==> src/design/qs_pkg.sv <==
// ----------------------------------------------------------------------------
// qs_pkg: shared types and constants of the quickscore posterior engine
// Command codes, queue entry, configuration and result structs, and the
// state encoding of the back-end sequencer.
// ----------------------------------------------------------------------------
package qs_pkg;

    // Q1.31 one
    localparam logic [31:0] ONE_Q31 = 32'h8000_0000;

    // depth of the command queue between front and back end
    localparam int QDEPTH = 4;

    // configuration register indexes
    localparam logic CFG_NUM_DISEASES = 1'b0;
    localparam logic CFG_NUM_FINDINGS = 1'b1;

    // command codes; codes 6 and 7 mean nothing and are dropped by the front end
    typedef enum logic [2:0] {
        OP_INHIBIT = 3'd0,
        OP_PRIOR   = 3'd1,
        OP_LEAK    = 3'd2,
        OP_POS     = 3'd3,
        OP_NEG     = 3'd4,
        OP_START   = 3'd5
    } op_t;

    // classified command as it travels through the queue
    typedef struct packed {
        op_t         op;
        logic [5:0]  finding;
        logic [4:0]  disease;
        logic [31:0] value;     // already clamped to one
    } cmd_t;

    typedef struct packed {
        logic [5:0] num_diseases;
        logic [6:0] num_findings;
    } cfg_t;

    typedef struct packed {
        logic [4:0]  disease;
        logic [31:0] posterior;
        logic        degenerate;
        logic        last;
    } result_t;

    typedef enum logic [4:0] {
        S_IDLE,
        S_SCAN,
        S_MASK,
        S_PROD,
        S_TERM,
        S_TERM2,
        S_TERM3,
        S_BRD,
        S_B1,
        S_B2,
        S_B3,
        S_FRD,
        S_FA,
        S_FM1,
        S_FM2,
        S_FM3,
        S_FT,
        S_FD,
        S_DIV,
        S_OUT
    } eng_state_t;

endpackage

==> src/design/qs_front.sv <==
// ----------------------------------------------------------------------------
// qs_front: input front end
// Takes input beats, unpacks and classifies them, clamps the probability to
// one and pushes known commands into the queue. Unknown codes are dropped.
// ----------------------------------------------------------------------------
module qs_front (
    input  logic          s_tvalid,
    output logic          s_tready,
    input  logic [47:0]   s_tdata,   // finding[5:0], disease[10:6], value[42:11]
    input  logic [2:0]    s_tuser,   // func[2:0]
    input  logic          q_full,
    output logic          q_push,
    output qs_pkg::cmd_t  q_cmd
);
    import qs_pkg::*;

    logic [31:0] raw_value;
    logic        known;

    assign s_tready = !q_full;

    // unpack and clamp
    assign raw_value       = s_tdata[42:11];
    assign q_cmd.op        = op_t'(s_tuser);
    assign q_cmd.finding   = s_tdata[5:0];
    assign q_cmd.disease   = s_tdata[10:6];
    assign q_cmd.value     = (raw_value > ONE_Q31) ? ONE_Q31 : raw_value;

    // only defined codes go on to the back end
    assign known  = (s_tuser <= OP_START);
    assign q_push = s_tvalid && !q_full && known;

endmodule

==> config.mk <==
export PLATFORM = sky130hd
export DESIGN_NAME = qs_front
export DESIGN_NICKNAME = d
export VERILOG_FILES = /design/src/design/qs_pkg.sv /design/src/design/qs_front.sv
export SDC_FILE = /design/constraint.sdc
export NUM_CORES = 1
export LEC_CHECK = 0
export BUFFER_PORTS_ARGS = -buffer_cell sky130_fd_sc_hd__clkbuf_2
export CAP_MARGIN = 20
export CORE_MARGIN = 2
export CORE_UTILIZATION = 25
export DETAILED_ROUTE_END_ITERATION = 7
export GPL_ROUTABILITY_DRIVEN = 0
export PLACE_DENSITY = 0.94
export SLEW_MARGIN = 20
export SYNTH_ARGS = -nofsm -noshare
export SYNTH_HDL_FRONTEND = slang
export SYNTH_SLANG_ARGS = --single-unit
==> constraint.sdc <==
create_clock -name vclk -period 2.3
set_clock_uncertainty 0.05 [all_clocks]
set_input_delay 0.115 -clock vclk [all_inputs]
set_output_delay 0.115 -clock vclk [all_outputs]
set_load 0.005 [all_outputs]
==> results.json <==
{
  "dr.pass1.iters": 1,
  "worstSetupPathType": "input port to output port",
  "total_power_mw": 0.1088,
  "worstPathMaxFanout": 12,
  "cpMostUsedCell": "clkbuf_2",
  "maxCapViolCount": 0,
  "endpoint_kind": "output port",
  "areaGrowthSynthToFinish_pct": 61.65,
  "layout_common_cells": "clkbuf_2, and2_2, nor4_1, and2_1",
  "dieHeight_um": 45.97,
  "worstSetupPathDepth": 7,
  "vdd_drop_max_mv": 0.05269,
  "grt_pass1_wl_mm": 1.842,
  "syn_inst": 63,
  "postCtsHoldBufs": 0,
  "yosysTopAreaCellShare_pct": 46.02,
  "ios": 101,
  "avgSynthCellArea_um2": 6.991,
  "grt_max_degree": 13,
  "tightest_slew_ns": 0.3059,
  "max_stage_delay_ns": 0.33,
  "place_area_um2": 711.9,
  "avgRoutedWirePerCell_um": 10.53,
  "seqCellArea_um2": 0,
  "layout_commonest_cell": "clkbuf_2",
  "crit_start": "s_tdata[37]",
  "preCtsSetupSlack_ns": 0.5620,
  "powerDensity_nw_per_um2": 152.8,
  "crit_path_start_kind": "input port",
  "finalCritPeriodShare_pct": 72.49,
  "synth_top_cell_by_area": "and2_2",
  "finalWorstSetupSlack_ns": 0.6328,
  "track_usage_pct": 11.10,
  "drive_gt1_share_pct": 85.71,
  "cts_setup_buffers": 0,
  "hold_depth": 0,
  "overflow": 0,
  "synth.yosys.warnings": 0,
  "nNetsFinal": 174,
  "syn_area_um2": 440.4,
  "vias": 628,
  "io_buffers": 72,
  "rows": 15,
  "slew_violations": 0,
  "critPathArrivalTime_ns": 1.50,
  "ctsResizeCount": 0,
  "crit_family": "simple AND/OR/NAND/NOR gates",
  "design.seq.count": 0,
  "syn_nets": 116,
  "relSlewSlack_pct": 79.32,
  "ant_nets": 0,
  "setup_tns_ns": 0,
  "outcome": "completed",
  "hp-class": "input port to output port",
  "finalSetupViolations": 0,
  "hold_start": "s_tdata[0]",
  "synth_cell_types": 12,
  "fp.coreArea_um2": 1689,
  "path_cells": "clkbuf_2 > nor4b_1 > nand4_1 > o21ai_2 > buf_4 > and2_2 > clkbuf_2",
  "synth_area_leaders": "and2_2, buf_4, nor4_1, and2_1, clkbuf_2",
  "grt_pass1_vias": 525,
  "path_buf_inv": 3,
  "die-area_um2": 2113,
  "wl_mm": 1.432,
  "num_antenna_cells": 0,
  "route.detailed.drc": 0,
  "finalCriticalPeriod_ns": 1.667,
  "rsz0062_at_grt": "false",
  "hold_violations": 0,
  "die_x_um": 45.97,
  "drt_iter0_drc": 0,
  "final_cell_area_um2": 711.9,
  "antenna_found_initial": 0,
  "slowest_stage": "nor4b_1",
  "power_leakage_nw": 0.4376,
  "clock.fmax_ghz": 0.5998,
  "start_util_pct": 26.07,
  "ys_seq_area_share_pct": 0,
  "multi_input_area_um2": 311.5,
  "nFillCells": 187,
  "cp.required_ns": 2.13,
  "via_per_inst": 4.618,
  "clkbuf_count": 0
}
## cells by family after synthesis
kind of cell	share of synthesized area (%)
buffers and inverters	29.26
AO/OA/AOI/OAI	1.989
AND/OR/NAND/NOR	68.75
## power by group
group	internal [mW]	leakage (nW)	switching, mW
Combinational	0.0661	0.438	0.0427
Clock	0	0	0
Sequential	0	0	0
## through the flow
| step | utilization, % | hold WS (ns) | instances |
|---|---|---|---|
| 6_report | 42.15 | 0.1800 | 136 |
| 5_1_grt | 42.15 | 0.1800 | 136 |
| 4_1_cts | 42.15 | 0.1800 | 136 |
| 3_5_place_dp | 42.15 | 0.1800 | 136 |
| 3_3_place_gp | 42.15 | 0.1800 | 136 |
| 2_1_floorplan | - | 0.2115 | 63 |
## routing by layer
metal	track usage, %	part of all wire [%]	up-vias
li1	-	-	309
met1	10.93	33	266
met2	24.72	53	51
met3	0.7937	14	2
met4	0.5714	0.14	0
met5	0	0	-
## final timing paths
check / to / slack [ns]
worst max-delay path: q_cmd[7] / 0.63
worst min-delay path: q_cmd[37] / 0.18
## synth_stat cells
library cell,n
and2_1,4
and2_2,27
and3_1,1
buf_2,1
buf_4,14
clkbuf_2,3
inv_1,1
nand2_1,1
nand4_1,2
nor4_1,7
nor4b_1,1
o21ai_2,1
## cell type report
class,instances,share of cell area [%]
inverter,1,0.5272
timing repair buffer,74,52.72
multi-input combinational,44,43.76
tap,17,2.988
No activity file was read; power rests on OpenSTA's default activity.
