File: src/design/qs_pkg.sv
// ----------------------------------------------------------------------------
// qs_pkg: shared types and constants of the quickscore posterior engine
// Command codes, queue entry, configuration and result structs, and the
// state encoding of the back-end sequencer.
// ----------------------------------------------------------------------------
package qs_pkg;

    // Q1.31 one
    localparam logic [31:0] ONE_Q31 = 32'h8000_0000;

    // depth of the command queue between front and back end
    localparam int QDEPTH = 4;

    // configuration register indexes
    localparam logic CFG_NUM_DISEASES = 1'b0;
    localparam logic CFG_NUM_FINDINGS = 1'b1;

    // command codes; codes 6 and 7 mean nothing and are dropped by the front end
    typedef enum logic [2:0] {
        OP_INHIBIT = 3'd0,
        OP_PRIOR   = 3'd1,
        OP_LEAK    = 3'd2,
        OP_POS     = 3'd3,
        OP_NEG     = 3'd4,
        OP_START   = 3'd5
    } op_t;

    // classified command as it travels through the queue
    typedef struct packed {
        op_t         op;
        logic [5:0]  finding;
        logic [4:0]  disease;
        logic [31:0] value;     // already clamped to one
    } cmd_t;

    typedef struct packed {
        logic [5:0] num_diseases;
        logic [6:0] num_findings;
    } cfg_t;

    typedef struct packed {
        logic [4:0]  disease;
        logic [31:0] posterior;
        logic        degenerate;
        logic        last;
    } result_t;

    typedef enum logic [4:0] {
        S_IDLE,
        S_SCAN,
        S_MASK,
        S_PROD,
        S_TERM,
        S_TERM2,
        S_TERM3,
        S_BRD,
        S_B1,
        S_B2,
        S_B3,
        S_FRD,
        S_FA,
        S_FM1,
        S_FM2,
        S_FM3,
        S_FT,
        S_FD,
        S_DIV,
        S_OUT
    } eng_state_t;

endpackage

File: src/design/qs_fifo.sv
// ----------------------------------------------------------------------------
// qs_fifo: command queue
// Short queue that decouples the front end from the back-end sequencer.
// ----------------------------------------------------------------------------
module qs_fifo (
    input  logic          aclk,
    input  logic          aresetn,
    input  logic          push,
    input  qs_pkg::cmd_t  din,
    input  logic          pop,
    output qs_pkg::cmd_t  dout,
    output logic          full,
    output logic          empty
);
    import qs_pkg::*;

    localparam int QAW = $clog2(QDEPTH);

    cmd_t             mem_reg [QDEPTH];
    logic [QAW-1:0]   wr_ptr_reg;
    logic [QAW-1:0]   rd_ptr_reg;
    logic [QAW:0]     count_reg;
    logic             do_push;
    logic             do_pop;

    assign full    = (count_reg == (QAW+1)'(QDEPTH));
    assign empty   = (count_reg == '0);
    assign do_push = push && !full;
    assign do_pop  = pop && !empty;
    assign dout    = mem_reg[rd_ptr_reg];

    // pointers and fill level
    always_ff @(posedge aclk) begin
        if (!aresetn) begin
            wr_ptr_reg <= '0;
            rd_ptr_reg <= '0;
            count_reg  <= '0;
        end else begin
            if (do_push) wr_ptr_reg <= wr_ptr_reg + 1'b1;
            if (do_pop)  rd_ptr_reg <= rd_ptr_reg + 1'b1;
            if (do_push && !do_pop)      count_reg <= count_reg + 1'b1;
            else if (do_pop && !do_push) count_reg <= count_reg - 1'b1;
        end
    end

    // entry storage
    always_ff @(posedge aclk) begin
        if (do_push) mem_reg[wr_ptr_reg] <= din;
    end

endmodule

File: config.mk
export PLATFORM = sky130hd
export DESIGN_NAME = qs_fifo
export DESIGN_NICKNAME = d
export VERILOG_FILES = /design/src/design/qs_pkg.sv /design/src/design/qs_fifo.sv
export SDC_FILE = /design/constraint.sdc
export NUM_CORES = 1
export LEC_CHECK = 0
export BUFFER_PORTS_ARGS = -buffer_cell sky130_fd_sc_hd__buf_4
export CAP_MARGIN = 20
export CORE_ASPECT_RATIO = 1.25
export CORE_UTILIZATION = 35
export CTS_CLUSTER_SIZE = 8
export DETAILED_ROUTE_END_ITERATION = 8
export PLACE_DENSITY = 0.63
export SYNTH_ARGS = -nofsm -noshare
export SYNTH_HDL_FRONTEND = slang
export SYNTH_SLANG_ARGS = --single-unit
export TNS_END_PERCENT = 20
File: constraint.sdc
create_clock -name aclk -period 2.5 [get_ports aclk]
set_clock_uncertainty 0.1 [all_clocks]
set_input_delay 0 -clock aclk [delete_from_list [all_inputs] [get_ports aclk]]
set_output_delay 0 -clock aclk [all_outputs]
set_load 0.01 [all_outputs]
==> flow_results.xml, run 1 <==
<?xml version="1.0" encoding="UTF-8"?>
<metrics>
  <group name="worst_setup_path">
    <metric name="timing.critical_path.cells" unit="">o31ai_2, ha_1, inv_1, fa_1, xor2_1, or3_1, a21boi_0</metric>
    <metric name="worstSetupPathType" unit="">register to register</metric>
    <metric name="crit_path_top_delay_cell" unit="">sky130_fd_sc_hd__dfxtp_1</metric>
    <metric name="required" unit="ps">2760</metric>
    <metric name="critical_path.max_fanout" unit="">6</metric>
    <metric name="critical_path_buf_inv_count" unit="">1</metric>
    <metric name="worstSetupStartpointType" unit="">register</metric>
    <metric name="critical_path_arrival" unit="ps">2500</metric>
    <metric name="cp_top_family" unit="">adder cells</metric>
    <metric name="worst_setup_path_end_kind" unit="">register</metric>
    <metric name="cp_slowest_stage_delay" unit="ps">380</metric>
  </group>
  <group name="detailed_routing">
    <metric name="drt.antenna.violating_nets" unit="">0</metric>
    <metric name="routed_wl" unit="mm">13.1</metric>
    <metric name="detail_route.drc_violations" unit="">0</metric>
    <metric name="avgRoutedWirePerCell" unit="µm">17.7</metric>
    <metric name="drt_iter0_markers" unit="">174</metric>
    <metric name="first_pass_iters" unit="">4</metric>
    <metric name="vias" unit="">3373</metric>
    <metric name="post_drt_via_cell_ratio" unit="">4.57</metric>
  </group>
  <group name="layout">
    <metric name="syn_to_final_growth" unit="%">30.4</metric>
    <metric name="finalNetCount" unit="">510</metric>
    <metric name="layout_commonest_cell" unit="">sky130_fd_sc_hd__edfxtp_1</metric>
    <metric name="most-common-layout-cells" unit="">sky130_fd_sc_hd__edfxtp_1, sky130_fd_sc_hd__buf_4, sky130_fd_sc_hd__dlygate4sd3_1, sky130_fd_sc_hd__mux4_2, sky130_fd_sc_hd__clkbuf_16</metric>
    <metric name="layout-drive-gt1-share" unit="%">41.5</metric>
    <metric name="largest_register_ff_count" unit="">184</metric>
    <metric name="final_util" unit="%">46.5</metric>
  </group>
  <group name="clock_network">
    <metric name="clock_latency" unit="ps">430</metric>
    <metric name="cts.root.buffer_cell" unit="">sky130_fd_sc_hd__clkbuf_16</metric>
    <metric name="clock_tree.buffer_depth" unit="">2</metric>
    <metric name="cts_max_level" unit="">4</metric>
    <metric name="cts_resized" unit="">0</metric>
    <metric name="cts_sinks" unit="">193</metric>
    <metric name="cts_tree" unit="">built</metric>
    <metric name="post-cts-setup-buffers" unit="">0</metric>
    <metric name="clk_transition_reported_paths" unit="ps">70</metric>
    <metric name="cts_buffers" unit="">17</metric>
    <metric name="postCtsHoldBufs" unit="">48</metric>
  </group>
  <group name="die">
    <metric name="top_level_port_count" unit="">98</metric>
    <metric name="floorplan.rows" unit="">58</metric>
    <metric name="fp.dieArea" unit="µm²">21000</metric>
    <metric name="die_y" unit="µm">162</metric>
    <metric name="die_width" unit="µm">130</metric>
    <metric name="starting_density" unit="%">35.6</metric>
    <metric name="core_area" unit="µm²">20100</metric>
  </group>
  <group name="synthesis">
    <metric name="yosys-top-cells-area" unit="">sky130_fd_sc_hd__edfxtp_1, sky130_fd_sc_hd__mux4_2, sky130_fd_sc_hd__dfxtp_1</metric>
    <metric name="synth_enable_flop_cells" unit="">184</metric>
    <metric name="postSynthRegisterBits" unit="">193</metric>
    <metric name="postSynthCellCount" unit="">288</metric>
    <metric name="synth_top_cell_area_share" unit="%">77.1</metric>
    <metric name="synth_sequential_area_ratio" unit="%">79.6</metric>
    <metric name="postSynth.asyncResetShare" unit="%">0</metric>
    <metric name="yosys_most_used_dff" unit="">sky130_fd_sc_hd__edfxtp_1</metric>
    <metric name="synthesis.yosys.warnings" unit="">0</metric>
    <metric name="synth.avg_cell_area" unit="µm²">24.9</metric>
    <metric name="ys_types" unit="">25</metric>
    <metric name="cell_type_contributing_the_most_total_cell_area_after_synthesis" unit="">sky130_fd_sc_hd__edfxtp_1</metric>
    <metric name="syn-num-nets" unit="">344</metric>
    <metric name="synth.cell_area" unit="µm²">7160</metric>
  </group>
  <group name="sta">
    <metric name="fmaxAchievable" unit="GHz">0.446</metric>
    <metric name="final.period_utilization" unit="%">89.7</metric>
    <metric name="timing_worst_slew_pin_value" unit="ps">485</metric>
    <metric name="hold_viol" unit="">0</metric>
    <metric name="max_transition_margin" unit="%">67.7</metric>
    <metric name="timing.final.ws_setup" unit="ps">258</metric>
    <metric name="slew_violations" unit="">0</metric>
    <metric name="total_of_endpoints_with_negative_setup_slack_in_the_final_report" unit="">0</metric>
    <metric name="timing.final.crit_period" unit="ps">2240</metric>
    <metric name="grt_setup_unrepaired" unit="">false</metric>
    <metric name="tns" unit="ps">0</metric>
  </group>
  <group name="grt">
    <metric name="initial_antenna_violation_count" unit="">1</metric>
    <metric name="grt_pass1_vias" unit="">3759</metric>
    <metric name="track_usage" unit="%">13.5</metric>
    <metric name="first_pass_grt_wire_length" unit="mm">20.3</metric>
    <metric name="globalRouteOverflowTotal" unit="">0</metric>
    <metric name="grt_start_max_net_pins" unit="">32</metric>
  </group>
  <group name="placed_design">
    <metric name="gp_congestion" unit="">0.654</metric>
    <metric name="dp_slack" unit="ps">243</metric>
    <metric name="place.detailed.hpwl" unit="mm">8.05</metric>
    <metric name="numPortBuffers" unit="">97</metric>
  </group>
  <group name="worst_hold_path">
    <metric name="worstHoldPathType" unit="">input port to register</metric>
  </group>
  <group name="pwr">
    <metric name="total_power_of_the_final_layout" unit="mW">9.04</metric>
    <metric name="vdd_drop_max" unit="mV">0.433</metric>
    <metric name="power-per-cell-area" unit="nW/µm²">968</metric>
    <metric name="power.static_leakage" unit="nW">3.18</metric>
  </group>
  <group name="job">
    <metric name="maxCapViolCount" unit="">0</metric>
  </group>
  <group name="run_status">
    <metric name="status" unit="">complete, no violations</metric>
  </group>
</metrics>
## layout make-up
| class | instances | area, µm² |
|---|---|---|
| well taps | 270 | 338 |
| multi-input cells | 80 | 1330 |
| flip-flops and latches | 193 | 5710 |
| repair buffers | 159 | 1380 |
| inverters | 3 | 11.3 |
| clock buffers | 17 | 425 |
| clock inverters | 15 | 153 |
| fillers | 1682 | 10800 |
| diodes | 1 | 2.50 |
## routing by layer
layer | wire (µm) | GRT usage (%) | part of all wire [%] | vias to the layer above
met4 | 221 | 5.39 | 1.7 | 0
met5 | 0 | 0 | 0 | -
met1 | 5260 | 15.3 | 40 | 1742
met3 | 526 | 3.89 | 4.0 | 14
li1 | - | - | - | 1546
met2 | 7090 | 23.7 | 54 | 71
## synthesized netlist by cell type (2+ instances only)
| cell | number |
|---|---|
| sky130_fd_sc_hd__ha_1 | 5 |
| sky130_fd_sc_hd__inv_1 | 3 |
| sky130_fd_sc_hd__and2_1 | 8 |
| sky130_fd_sc_hd__buf_2 | 5 |
| sky130_fd_sc_hd__nand2_1 | 4 |
| sky130_fd_sc_hd__nor2b_1 | 2 |
| sky130_fd_sc_hd__dfxtp_1 | 9 |
| sky130_fd_sc_hd__buf_12 | 4 |
| sky130_fd_sc_hd__mux2i_1 | 3 |
| sky130_fd_sc_hd__mux4_2 | 45 |
| sky130_fd_sc_hd__edfxtp_1 | 184 |
| sky130_fd_sc_hd__xnor2_1 | 3 |
## power by group
group	internal, mW	switching (mW)	total, mW	leakage [nW]
clock network	1.48	1.17	2.65	0.287
logic	1.28	0.984	2.26	1.14
registers	3.93	0.201	4.13	1.76
total	6.69	2.35	9.04	3.18
## worst paths after layout
path / start / to / slack, ps / cells past startpoint
max reg2reg: count_reg[1]$_SDFFE_PN0P_ / count_reg[2]$_SDFFE_PN0P_ / 260 / 7
max: count_reg[1]$_SDFFE_PN0P_ / count_reg[2]$_SDFFE_PN0P_ / 260 / 7
min reg2reg: wr_ptr_reg[0]$_SDFFE_PN0P_ / wr_ptr_reg[0]$_SDFFE_PN0P_ / 400 / 2
min: push / wr_ptr_reg[0]$_SDFFE_PN0P_ / 30 / 4
## cells by family after synthesis
group | synth area share (%)
muxes | 14.9
adders and majority gates | 1.15
xor gates and xnor gates | 0.489
AOI/OAI and AO/OA | 0.471
and+or+nand+nor | 1.41
buffers and inverters | 1.90
DFF | 79.6
## through the flow
stage	cells	area, µm²	hold WS (ps)
after CTS	737	9340	12.9
after floorplan	288	7160	-1.13
after global routing	738	9340	34.7
after detailed placement	657	8280	104
after global placement	657	8280	98.4
final	738	9340	33.5
## worst register-to-register path, delay by kind of cell, from the launching register on
kind                     cells  cell delay [ps]
buffers and inverters        1               70
AND/OR/NAND/NOR              1              310
adder cells (fa/ha/maj)      2              640
flip-flops                   1              380
XOR/XNOR                     1              160
AO/OA/AOI/OAI                2              530
(Power assumes the default switching activity.)
==> run 2, diff against run 1 <==
Settings changed: CELL_PAD_IN_SITES_DETAIL_PLACEMENT from default to 0, CELL_PAD_IN_SITES_GLOBAL_PLACEMENT from default to 1, PLACE_DENSITY 0.63 to 0.69.
==> run 2 against run 1 <==
Net effect:
- register-to-register slack gained 30 ps
- critical endpoint unchanged
- setup slack better by 32 ps
- total power up 3.7%
- clock power up 13%
- sequential share of layout area decreased by 0.44 points
- first-iteration DRC count down 10%
- fmax is 1.4% higher
- global-route usage is 0.051 points higher
- sequential power about the same
- non-clock buffer count rose by 1
- die area stayed put
==> flow_results.xml, run 2 (synthesis gave the netlist of run 1 again) <==
<?xml version="1.0" encoding="UTF-8"?>
<metrics>
  <group name="run_status">
    <metric name="status" unit="">complete, no violations</metric>
  </group>
  <group name="worst_setup_path">
    <metric name="cp_top_family" unit="">adder cells</metric>
    <metric name="critical_path_arrival" unit="ps">2470</metric>
    <metric name="worstSetupStartpointType" unit="">register</metric>
    <metric name="timing.critical_path.cells" unit="">nor3b_2, nor2b_1, ha_1, inv_1, fa_1, xor2_1, or3_1, a21boi_0</metric>
    <metric name="cp_slowest_stage_delay" unit="ps">490</metric>
    <metric name="worst_setup_path_end_kind" unit="">register</metric>
    <metric name="crit_path_top_delay_cell" unit="">sky130_fd_sc_hd__dfxtp_1</metric>
    <metric name="worstSetupPathType" unit="">register to register</metric>
    <metric name="required" unit="ps">2760</metric>
    <metric name="critical_path_buf_inv_count" unit="">1</metric>
    <metric name="critical_path.max_fanout" unit="">6</metric>
  </group>
  <group name="job">
    <metric name="maxCapViolCount" unit="">0</metric>
  </group>
  <group name="grt">
    <metric name="initial_antenna_violation_count" unit="">2</metric>
    <metric name="first_pass_grt_wire_length" unit="mm">20.6</metric>
    <metric name="grt_pass1_vias" unit="">3740</metric>
    <metric name="grt_start_max_net_pins" unit="">32</metric>
    <metric name="track_usage" unit="%">13.5</metric>
    <metric name="globalRouteOverflowTotal" unit="">0</metric>
  </group>
  <group name="layout">
    <metric name="largest_register_ff_count" unit="">184</metric>
    <metric name="nFillCells" unit="">1719</metric>
    <metric name="layout_commonest_cell" unit="">sky130_fd_sc_hd__edfxtp_1</metric>
    <metric name="layout-drive-gt1-share" unit="%">41.1</metric>
    <metric name="most-common-layout-cells" unit="">sky130_fd_sc_hd__edfxtp_1, sky130_fd_sc_hd__buf_4, sky130_fd_sc_hd__dlygate4sd3_1, sky130_fd_sc_hd__mux4_2, sky130_fd_sc_hd__clkbuf_16</metric>
    <metric name="multi_input_comb_area" unit="µm²">1330</metric>
    <metric name="final_util" unit="%">46.8</metric>
    <metric name="layout.cells.non_filler" unit="">739</metric>
    <metric name="final_area" unit="µm²">9410</metric>
    <metric name="final-seq-area" unit="µm²">5710</metric>
    <metric name="syn_to_final_growth" unit="%">31.4</metric>
    <metric name="finalNetCount" unit="">511</metric>
  </group>
  <group name="sta">
    <metric name="tns" unit="ps">0</metric>
    <metric name="timing_worst_slew_pin_value" unit="ps">525</metric>
    <metric name="fmaxAchievable" unit="GHz">0.452</metric>
    <metric name="hold_viol" unit="">0</metric>
    <metric name="total_of_endpoints_with_negative_setup_slack_in_the_final_report" unit="">0</metric>
    <metric name="final.period_utilization" unit="%">88.4</metric>
    <metric name="whs" unit="ps">13.5</metric>
    <metric name="timing.final.ws_setup" unit="ps">289</metric>
    <metric name="slew_violations" unit="">0</metric>
    <metric name="timing.final.crit_period" unit="ps">2210</metric>
    <metric name="grt_setup_unrepaired" unit="">false</metric>
    <metric name="max_transition_margin" unit="%">65.0</metric>
  </group>
  <group name="clock_network">
    <metric name="post-cts-setup-buffers" unit="">0</metric>
    <metric name="cts_sinks" unit="">193</metric>
    <metric name="clk_transition_reported_paths" unit="ps">70</metric>
    <metric name="cts.root.buffer_cell" unit="">sky130_fd_sc_hd__clkbuf_16</metric>
    <metric name="clock_tree.buffer_depth" unit="">2</metric>
    <metric name="cts_max_level" unit="">4</metric>
    <metric name="clock_latency" unit="ps">430</metric>
    <metric name="cts_buffers" unit="">17</metric>
    <metric name="cts_tree" unit="">built</metric>
  </group>
  <group name="pwr">
    <metric name="power-per-cell-area" unit="nW/µm²">996</metric>
    <metric name="power.static_leakage" unit="nW">3.21</metric>
    <metric name="vdd_drop_max" unit="mV">0.557</metric>
    <metric name="total_power_of_the_final_layout" unit="mW">9.38</metric>
  </group>
  <group name="placed_design">
    <metric name="numPortBuffers" unit="">97</metric>
    <metric name="dp_slack" unit="ps">270</metric>
    <metric name="place.detailed.hpwl" unit="mm">8.02</metric>
    <metric name="placed_cells" unit="">657</metric>
    <metric name="gp_congestion" unit="">0.660</metric>
    <metric name="place_area" unit="µm²">8260</metric>
  </group>
  <group name="die">
    <metric name="fp.dieArea" unit="µm²">21000</metric>
    <metric name="floorplan.rows" unit="">58</metric>
    <metric name="starting_density" unit="%">35.6</metric>
    <metric name="die_y" unit="µm">162</metric>
    <metric name="top_level_port_count" unit="">98</metric>
    <metric name="die_width" unit="µm">130</metric>
    <metric name="core_area" unit="µm²">20100</metric>
  </group>
  <group name="detailed_routing">
    <metric name="routed_wl" unit="mm">13.1</metric>
    <metric name="post_drt_via_cell_ratio" unit="">4.59</metric>
    <metric name="vias" unit="">3390</metric>
    <metric name="drt.antenna.violating_nets" unit="">0</metric>
    <metric name="first_pass_iters" unit="">4</metric>
    <metric name="detail_route.drc_violations" unit="">0</metric>
    <metric name="drt_iter0_markers" unit="">156</metric>
    <metric name="avgRoutedWirePerCell" unit="µm">17.7</metric>
  </group>
  <group name="worst_hold_path">
    <metric name="worstHoldPathType" unit="">input port to register</metric>
  </group>
</metrics>
==> run 2: area by class of cell <==
| cell class | instances | share of cell area [%] |
|---|---|---|
| tap | 270 | 3.59 |
| antenna | 2 | 0.0532 |
| clock buffer | 18 | 4.56 |
| clock inverter | 13 | 2.43 |
| timing repair buffer | 160 | 14.5 |
| sequential | 193 | 60.7 |
| inverter | 3 | 0.120 |
| multi-input combinational | 80 | 14.1 |
==> run 2: path summary, 6_finish.rpt <==
kind	from	endpoint	slack, ps	cells past startpoint
worst max register to register	count_reg[0]$_SDFFE_PN0P_	count_reg[2]$_SDFFE_PN0P_	290	8
worst min register to register	wr_ptr_reg[1]$_SDFFE_PN0P_	wr_ptr_reg[1]$_SDFFE_PN0P_	400	2
worst min-delay path	push	wr_ptr_reg[1]$_SDFFE_PN0P_	10	4
worst max-delay path	count_reg[0]$_SDFFE_PN0P_	count_reg[2]$_SDFFE_PN0P_	290	8
==> run 2: per-layer routing <==
metal | share of wire, % | track usage (%)
met1 | 41 | 16.0
met2 | 53 | 23.3
met3 | 4.1 | 3.46
met4 | 1.7 | 5.55
met5 | 0 | 0
==> run 2: what timing repair did <==
action / in CTS / in global routing
endpoints found under the hold margin: 193 / 0
hold buffers: 49 / 0
resized for setup: 0 / 0
==> run 2: power by group <==
part	switching [mW]	leakage [nW]	total (mW)	internal [mW]
logic	0.967	1.14	2.24	1.27
clock network	1.13	0.313	3.00	1.87
registers	0.208	1.76	4.14	3.93
==> run 2: tightest hold or removal path, stage by stage <==
cell	delay (ps)
sky130_fd_sc_hd__buf_4	70
sky130_fd_sc_hd__nor2b_1	180
sky130_fd_sc_hd__buf_4	170
sky130_fd_sc_hd__mux2i_1	70
==> run 3, diff against run 2 <==
Settings changed: CORE_ASPECT_RATIO 1.25 to default.
==> run 3 against run 2 <==
Net effect:
- design area is 0.44% lower
- sequential power barely moved
- hold slack improved by 46 ps
==> flow_results.xml, run 3 (synthesis gave the netlist of run 1 again) <==
<?xml version="1.0" encoding="UTF-8"?>
<metrics>
  <group name="die">
    <metric name="fp.dieArea" unit="µm²">21000</metric>
    <metric name="core_area" unit="µm²">19800</metric>
    <metric name="starting_density" unit="%">36.2</metric>
    <metric name="top_level_port_count" unit="">98</metric>
    <metric name="die_width" unit="µm">145</metric>
    <metric name="floorplan.rows" unit="">51</metric>
    <metric name="die_y" unit="µm">145</metric>
  </group>
  <group name="pwr">
    <metric name="power_frac_comb" unit="%">25.0</metric>
    <metric name="intPower" unit="mW">6.72</metric>
    <metric name="sw_frac_of_total" unit="%">26.2</metric>
    <metric name="power_frac_seq" unit="%">45.4</metric>
    <metric name="p_clk_share" unit="%">29.7</metric>
    <metric name="vdd_drop_max" unit="mV">0.508</metric>
    <metric name="power.static_leakage" unit="nW">3.18</metric>
    <metric name="power.switching" unit="mW">2.38</metric>
    <metric name="power-per-cell-area" unit="nW/µm²">972</metric>
  </group>
  <group name="layout">
    <metric name="largest_register_ff_count" unit="">184</metric>
    <metric name="layout_commonest_cell" unit="">sky130_fd_sc_hd__edfxtp_1</metric>
    <metric name="final_area" unit="µm²">9370</metric>
    <metric name="syn_to_final_growth" unit="%">30.8</metric>
    <metric name="most-common-layout-cells" unit="">sky130_fd_sc_hd__edfxtp_1, sky130_fd_sc_hd__buf_4, sky130_fd_sc_hd__dlygate4sd3_1, sky130_fd_sc_hd__mux4_2, sky130_fd_sc_hd__clkbuf_16</metric>
    <metric name="n_antenna_cell" unit="">0</metric>
    <metric name="nFillCells" unit="">1682</metric>
    <metric name="finalNetCount" unit="">511</metric>
    <metric name="final_util" unit="%">47.4</metric>
    <metric name="layout-drive-gt1-share" unit="%">42.3</metric>
  </group>
  <group name="grt">
    <metric name="initial_antenna_violation_count" unit="">0</metric>
    <metric name="globalRouteOverflowTotal" unit="">0</metric>
    <metric name="first_pass_grt_wire_length" unit="mm">20.7</metric>
    <metric name="track_usage" unit="%">13.2</metric>
    <metric name="grt_start_max_net_pins" unit="">34</metric>
    <metric name="grt_pass1_vias" unit="">3790</metric>
  </group>
  <group name="worst_hold_path">
    <metric name="worstHoldPathType" unit="">input port to register</metric>
  </group>
  <group name="sta">
    <metric name="max_transition_margin" unit="%">64.3</metric>
    <metric name="slew_violations" unit="">0</metric>
    <metric name="timing_worst_slew_pin_value" unit="ps">535</metric>
    <metric name="total_of_endpoints_with_negative_setup_slack_in_the_final_report" unit="">0</metric>
    <metric name="tns" unit="ps">0</metric>
    <metric name="fmaxAchievable" unit="GHz">0.441</metric>
    <metric name="hold_viol" unit="">0</metric>
    <metric name="timing.final.crit_period" unit="ps">2270</metric>
    <metric name="final.period_utilization" unit="%">90.7</metric>
    <metric name="grt_setup_unrepaired" unit="">false</metric>
  </group>
  <group name="clock_network">
    <metric name="cts_max_level" unit="">4</metric>
    <metric name="clk_transition_reported_paths" unit="ps">70</metric>
    <metric name="post-cts-setup-buffers" unit="">0</metric>
    <metric name="cts.root.buffer_cell" unit="">sky130_fd_sc_hd__clkbuf_16</metric>
    <metric name="cts_sinks" unit="">193</metric>
    <metric name="clock_tree.buffer_depth" unit="">2</metric>
    <metric name="cts_tree" unit="">built</metric>
    <metric name="clock_latency" unit="ps">420</metric>
    <metric name="cts_buffers" unit="">17</metric>
  </group>
  <group name="detailed_routing">
    <metric name="detail_route.drc_violations" unit="">0</metric>
    <metric name="drt.antenna.violating_nets" unit="">0</metric>
    <metric name="first_pass_iters" unit="">4</metric>
    <metric name="drt_iter0_markers" unit="">179</metric>
    <metric name="wl_met1" unit="mm">5.61</metric>
    <metric name="met2RoutedLength" unit="mm">6.45</metric>
    <metric name="routed_wl" unit="mm">12.8</metric>
    <metric name="post_drt_via_cell_ratio" unit="">4.68</metric>
    <metric name="topRoutingLayerUsed" unit="">met4</metric>
    <metric name="dr_wl_met3" unit="µm">540</metric>
    <metric name="avgRoutedWirePerCell" unit="µm">17.5</metric>
    <metric name="vias" unit="">3431</metric>
  </group>
  <group name="placed_design">
    <metric name="numPortBuffers" unit="">97</metric>
    <metric name="place.detailed.hpwl" unit="mm">7.88</metric>
    <metric name="place_area" unit="µm²">8280</metric>
    <metric name="gp_congestion" unit="">0.674</metric>
  </group>
  <group name="worst_setup_path">
    <metric name="worst_setup_path_end_kind" unit="">register</metric>
    <metric name="timing.critical_path.cells" unit="">nor3b_2, nor2b_1, ha_1, inv_1, fa_1, xor2_1, or3_1, a21boi_0</metric>
    <metric name="worstSetupPathType" unit="">register to register</metric>
    <metric name="required" unit="ps">2750</metric>
    <metric name="critical_path_arrival" unit="ps">2520</metric>
    <metric name="crit_path_top_delay_cell" unit="">sky130_fd_sc_hd__fa_1</metric>
    <metric name="critical_path.max_fanout" unit="">6</metric>
    <metric name="cp_slowest_stage_delay" unit="ps">380</metric>
    <metric name="worstSetupStartpointType" unit="">register</metric>
  </group>
  <group name="job">
    <metric name="maxCapViolCount" unit="">0</metric>
  </group>
  <group name="run_status">
    <metric name="status" unit="">complete, no violations</metric>
  </group>
</metrics>
-- run 3: area by class of cell --
type                    instances  area, µm²  area share, %
flip-flops and latches        193       5710           61.0
repair buffers                160       1390           14.8
multi-input cells              80       1330           14.2
clock buffers                  17        425           4.54
well taps                     265        332           3.54
clock inverters                15        175           1.87
inverters                       3       11.3          0.120
-- run 3: final timing paths --
check                             startpoint  slack, ps  cells after the start                         end
hold / removal                          push         60                      4  wr_ptr_reg[1]$_SDFFE_PN0P_
setup / recovery   count_reg[2]$_SDFFE_PN0P_        230                      8   count_reg[2]$_SDFFE_PN0P_
setup reg to reg   count_reg[2]$_SDFFE_PN0P_        230                      8   count_reg[2]$_SDFFE_PN0P_
hold reg to reg   wr_ptr_reg[1]$_SDFFE_PN0P_        410                      2  wr_ptr_reg[1]$_SDFFE_PN0P_
-- run 3: power by group through the flow --
stage / registers, mW / logic (mW) / clock network (mW)
5_1_grt: 4.18 / 2.45 / 2.92
3_5_place_dp: 4.21 / 2.26 / 0
6_report: 4.13 / 2.27 / 2.70
2_1_floorplan: 4.08 / 1.45 / 0
4_1_cts: 4.14 / 2.33 / 2.78
3_3_place_gp: 4.18 / 2.24 / 0
-- run 3: worst max-delay path, delay by kind of cell, from the launching register on --
family | cells | cell delay, ps
AOI/OAI and AO/OA | 1 | 180
xor gates and xnor gates | 1 | 160
adders and majority gates | 2 | 610
buffers and inverters | 1 | 70
DFF | 1 | 360
and+or+nand+nor | 3 | 700
-- run 3: repair_timing --
item	CTS	global route
resized for setup	0	2
hold endpoints to repair	193	0
endpoints found under the setup margin	0	1
hold buffers	49	0
-- run 3: through the flow --
| step | cells | power [mW] | setup WS, ps | hold WS [ps] |
|---|---|---|---|---|
| floorplan | 288 | 5.53 | 45.2 | -1.13 |
| global placement | 652 | 6.42 | 407 | 100 |
| detailed placement | 652 | 6.47 | 185 | 104 |
| CTS | 733 | 9.25 | 168 | 41.9 |
| global route | 733 | 9.54 | 53.8 | 61.2 |
| finish | 733 | 9.10 | 234 | 59.6 |
-- run 3: metal layers --
layer  vias to the layer above  track usage, %
met5                         -               0
met4                         0            5.63
met1                      1786            16.7
li1                       1548               -
met3                        18            3.40
met2                        79            21.5
